--- src/hdl/pnsb_pkg.sv ---
package pnsb_pkg;

   // Input item modes
   typedef enum logic [1:0] {
      MODE_WR_SRC = 2'd0,
      MODE_WR_DST = 2'd1,
      MODE_RD_DST = 2'd2,
      MODE_BLIT   = 2'd3
   } mode_type;

   // Configuration register indexes
   localparam int CSR_IDX_W = 3;
   localparam logic [CSR_IDX_W-1:0] CSR_SRC_OFFSET = 3'd0;
   localparam logic [CSR_IDX_W-1:0] CSR_SRC_PITCH  = 3'd1;
   localparam logic [CSR_IDX_W-1:0] CSR_SRC_COLS   = 3'd2;
   localparam logic [CSR_IDX_W-1:0] CSR_SRC_ROWS   = 3'd3;
   localparam logic [CSR_IDX_W-1:0] CSR_DST_OFFSET = 3'd4;
   localparam logic [CSR_IDX_W-1:0] CSR_DST_PITCH  = 3'd5;
   localparam logic [CSR_IDX_W-1:0] CSR_DST_COLS   = 3'd6;
   localparam logic [CSR_IDX_W-1:0] CSR_DST_ROWS   = 3'd7;

   localparam int REG_W = 16;

   // Result status codes
   localparam logic STATUS_OK     = 1'b0;
   localparam logic STATUS_REJECT = 1'b1;

   localparam int CNT_W      = 14;
   localparam int CHK_W      = 34;
   localparam int PROD_W     = 2 * REG_W;
   localparam int DIV_W      = REG_W;
   localparam int DIV_CNT_W  = $clog2(DIV_W);
   localparam int QUEUE_DEPTH = 2;
   localparam int QUEUE_PTR_W = $clog2(QUEUE_DEPTH);
   localparam int QUEUE_CNT_W = $clog2(QUEUE_DEPTH + 1);

   typedef struct packed {
      logic [1:0]  mode;
      logic [11:0] byte_addr;
      logic [7:0]  wr_byte;
   } req_item_type;

   typedef struct packed {
      logic [7:0]       rd_byte;
      logic             status;
      logic [CNT_W-1:0] pixels_done;
   } rsp_item_type;

   typedef struct packed {
      logic [REG_W-1:0] src_offset;
      logic [REG_W-1:0] src_pitch;
      logic [REG_W-1:0] src_cols;
      logic [REG_W-1:0] src_rows;
      logic [REG_W-1:0] dst_offset;
      logic [REG_W-1:0] dst_pitch;
      logic [REG_W-1:0] dst_cols;
      logic [REG_W-1:0] dst_rows;
   } cfg_type;

   // Classified command handed from the front queue to the engine
   typedef struct packed {
      mode_type    op;
      logic        in_range;
      logic [11:0] byte_addr;
      logic [7:0]  wr_byte;
   } cmd_type;

endpackage

--- src/hdl/pnsb_front.sv ---
module pnsb_front
   import pnsb_pkg::*;
#(
   parameter int SRC_BYTES = 4096,
   parameter int DST_BYTES = 4096
) (
   input  logic         clock,
   input  logic         reset,
   input  logic         push,
   output logic         full,
   input  req_item_type req_data,
   output logic         cmd_valid,
   input  logic         cmd_pop,
   output cmd_type      cmd
);

   cmd_type                q_ff [QUEUE_DEPTH];
   logic [QUEUE_PTR_W-1:0] wr_ptr_ff, wr_ptr_in;
   logic [QUEUE_PTR_W-1:0] rd_ptr_ff, rd_ptr_in;
   logic [QUEUE_CNT_W-1:0] count_ff, count_in;
   cmd_type                cls;
   logic                   do_push;
   logic                   do_pop;

   // Classify: decode mode and check the byte address against its store
   always_comb begin
      cls.op        = mode_type'(req_data.mode);
      cls.byte_addr = req_data.byte_addr;
      cls.wr_byte   = req_data.wr_byte;
      unique case (cls.op)
         MODE_WR_SRC: cls.in_range = (32'(req_data.byte_addr) < 32'(SRC_BYTES));
         MODE_WR_DST, MODE_RD_DST:
            cls.in_range = (32'(req_data.byte_addr) < 32'(DST_BYTES));
         default:     cls.in_range = 1'b0;
      endcase
   end

   assign full      = (count_ff == QUEUE_CNT_W'(QUEUE_DEPTH));
   assign cmd_valid = (count_ff != '0);
   assign cmd       = q_ff[rd_ptr_ff];
   assign do_push   = push && !full;
   assign do_pop    = cmd_pop && cmd_valid;

   always_comb begin
      wr_ptr_in = wr_ptr_ff;
      rd_ptr_in = rd_ptr_ff;
      count_in  = count_ff;
      if (do_push) begin
         wr_ptr_in = wr_ptr_ff + 1'b1;
      end
      if (do_pop) begin
         rd_ptr_in = rd_ptr_ff + 1'b1;
      end
      case ({do_push, do_pop})
         2'b10:   count_in = count_ff + 1'b1;
         2'b01:   count_in = count_ff - 1'b1;
         default: count_in = count_ff;
      endcase
   end

   always_ff @(posedge clock) begin
      if (reset) begin
         wr_ptr_ff <= '0;
         rd_ptr_ff <= '0;
         count_ff  <= '0;
      end else begin
         wr_ptr_ff <= wr_ptr_in;
         rd_ptr_ff <= rd_ptr_in;
         count_ff  <= count_in;
      end
      if (do_push) begin
         q_ff[wr_ptr_ff] <= cls;
      end
   end

endmodule

--- config.mk ---
export PLATFORM = sky130hd
export DESIGN_NAME = pnsb_front
export DESIGN_NICKNAME = d
export VERILOG_FILES = /design/src/hdl/pnsb_pkg.sv /design/src/hdl/pnsb_front.sv
export SDC_FILE = /design/constraint.sdc
export NUM_CORES = 1
export LEC_CHECK = 0
export BUFFER_PORTS_ARGS = -buffer_cell sky130_fd_sc_hd__buf_2
export CORE_MARGIN = 2
export CORE_UTILIZATION = 50
export DETAILED_ROUTE_END_ITERATION = 10
export PLACE_DENSITY_LB_ADDON = 0.15
export SLEW_MARGIN = 10
export SYNTH_ARGS = -nofsm -noshare
export SYNTH_HDL_FRONTEND = slang
export SYNTH_SLANG_ARGS = --single-unit
--- constraint.sdc ---
create_clock -name clock -period 3.03 [get_ports clock]
set_input_delay 0.1515 -clock clock [delete_from_list [all_inputs] [get_ports clock]]
set_output_delay 0.1515 -clock clock [all_outputs]
set_load 0.05 [all_outputs]
==> flow_summary.toml <==
[status]
status = "complete, no violations"

[critical_path]
worstRegToRegCells = 4
cp-endpoint = "cmd[8]"
cp-start-kind = "register"
critPathArrivalTime_ns = 1.86
critical_path_class = "reg2out"
endpoint_kind = "primary output"
crit_fanout = 12
cp.required_ns = 2.88
r2r_slack_ns = 1.03
rr_startpoint = "count_ff[0]"
timing.rr.end = "q_ff[0][8]"

[layout]
fin_nets = 182
regArea_um2 = 1480
drive_gt1_share_pct = 48.7
fillers = 296
num_antenna_cells = 0
final_common_cell = "buf_2"
area_delta_synth_final_pct = 23.8
layout_common_cells = "buf_2 (50), edfxtp_1 (46), mux2_2 (14)"
multi_input_area_um2 = 378

[global_routing]
grt_overflow = 0
antenna_found_initial = 0
grt_max_degree = 24
track_usage_pct = 14.2
grt_pass1_wl_mm = 4.31
grt_pass1_vias = 990

[detailed_routing]
drc = 0
dr_total_vias = 973
ant_nets = 0
totalWireLength_mm = 2.79
routed_via_density = 4.77
drtIter0Drc = 43
drtPass1Iterations = 4
wl_per_cell_um = 13.7

[worst_hold_path]
hold_path_class = "in2reg"

[floorplanning]
dieArea_um2 = 4270
num_rows = 22
start_util_pct = 51.8
coreArea_um2 = 3630
die_h_um = 65.3
num_io_pins = 51
die-width_um = 65.3

[power]
pwr-share-seq_pct = 40.5
combPwrFrac_pct = 37.1
power_density_nw_per_um2 = 1010
ir_worst_vdd_mv = 0.626
p_clk_share_pct = 22.5
internal_power_mw = 1.47
leakagePower_nw = 0.900
p_sw_share_pct = 37.4
switchingPower_uw = 879

[timing]
slew_viol_final = 0
rsz0062_at_grt = "no"
slew_headroom_pct = 39.3
hold_viol = 0
finalClockSkew_ns = 0.00622
holdWs_ns = 0.0397
clock.fmax_ghz = 0.497
tightest_slew_ns = 0.909
fin_tns_setup_ns = 0
fin_crit_sh_pct = 66.4
setup_viol = 0
post-route-min-period_ns = 2.01

[placement]
post-dp-hpwl_mm = 1.96
routabilityCongestion = 0.639
port_buffers = 50

[synthesis]
ys_seq_area_share_pct = 78.8
synth_cell_types = 19
syn-cell-area_um2 = 1880
syn_avg_cell_area_um2 = 19.2
syn-num-nets = 125
synth_seq_cells = 51
yosys_warnings = 0
synthCells = 98

[clocking]
htree_levels = 2
cts_tree = "built"
cts.sinks = 51
cts-buffers-inserted = 5
cts_setup_buffers = 0
cts_root_buf = "clkbuf_8"
cts_resized = 0
clockBufferDepth = 2
insertion_delay_ns = 0.30
clkTransAtPathRegs_ns = 0.08
cts_hold_buf = 0

[job]
drv_cap = 0
==> cell families after synthesis <==
kind of cell / share of synthesized area, %
XOR/XNOR: 1.40
AND/OR/NAND/NOR: 2.79
multiplexers: 13.8
AO/OA/AOI/OAI: 1.46
flip-flops: 78.8
buffers and inverters: 1.13
adder cells (fa/ha/maj): 0.665
==> cell usage after synthesis <==
library cell / number / area [um2]
edfxtp_1: 46 / 1380
mux2_2: 14 / 158
mux2_1: 9 / 101
dfxtp_1: 5 / 100
nor2_1: 3 / 11.3
a21oi_1: 2 / 10.0
buf_2: 2 / 10.0
inv_1: 2 / 7.51
nand2_1: 2 / 7.51
o21ai_0: 2 / 10.0
or3_1: 2 / 12.5
xnor2_1: 2 / 17.5
and3_1: 1 / 6.26
ha_1: 1 / 12.5
inv_2: 1 / 3.75
nand2b_2: 1 / 8.76
o21a_1: 1 / 7.51
or2_2: 1 / 6.26
xor2_1: 1 / 8.76
==> worst max-delay path, cell delays in order, from the launching register on <==
cell,delay (ns)
dfxtp_1,0.67
buf_4,0.31
mux2_2,0.37
buf_2,0.21
==> worst min path at each step <==
stage,startpoint,endpoint,slack (ns),cells after the start
floorplan,reset,count_ff[1],0.22,1
global placement,req_data[0],q_ff[1][0],0.34,1
detailed placement,req_data[13],q_ff[0][13],0.34,1
CTS,req_data[13],q_ff[0][13],0.03,1
global route,req_data[14],q_ff[1][14],0.02,1
finish,req_data[13],q_ff[0][13],0.04,1
==> power groups by stage <==
stage	Sequential [mW]	Clock [mW]	Combinational, mW
final	0.952	0.528	0.872
after global routing	0.967	0.574	0.923
after CTS	0.955	0.541	0.884
after detailed placement	0.971	0	0.880
after global placement	0.961	0	0.870
after floorplan	0.940	0	0.720
==> area by class of cell <==
type,count,share of cell area (%)
tap,48,2.58
clock inverter,2,2.58
timing repair buffer,52,11.4
multi-input combinational,42,16.2
clock buffer,6,3.12
inverter,3,0.484
sequential,51,63.6
==> metal layers <==
layer | wire length (um) | track usage, % | up-vias
met5 | 0 | 0 | -
met4 | 51 | 6.25 | 0
met3 | 173 | 5.82 | 5
met2 | 1470 | 24.6 | 28
met1 | 1100 | 15.1 | 455
li1 | - | - | 485
==> metrics by stage <==
step	power (mW)	worst slack, ns	cells	utilization, %	cell area [um2]
after floorplan	1.66	1.18	98	-	1880
after global placement	1.83	1.06	196	60.4	2200
after detailed placement	1.85	0.988	196	60.4	2200
after CTS	2.38	0.975	204	64.1	2330
after global routing	2.46	0.883	204	64.1	2330
final	2.35	1.02	204	64.1	2330
==> registers in the layout, summed over array words and instances, names as in the netlist, named ones only <==
| signal | flops |
|---|---|
| count_ff | 2 |
| q_ff | 46 |
| rd_ptr_ff | 1 |
| wr_ptr_ff | 1 |
Note: power is estimated with default switching activity, not from simulation.
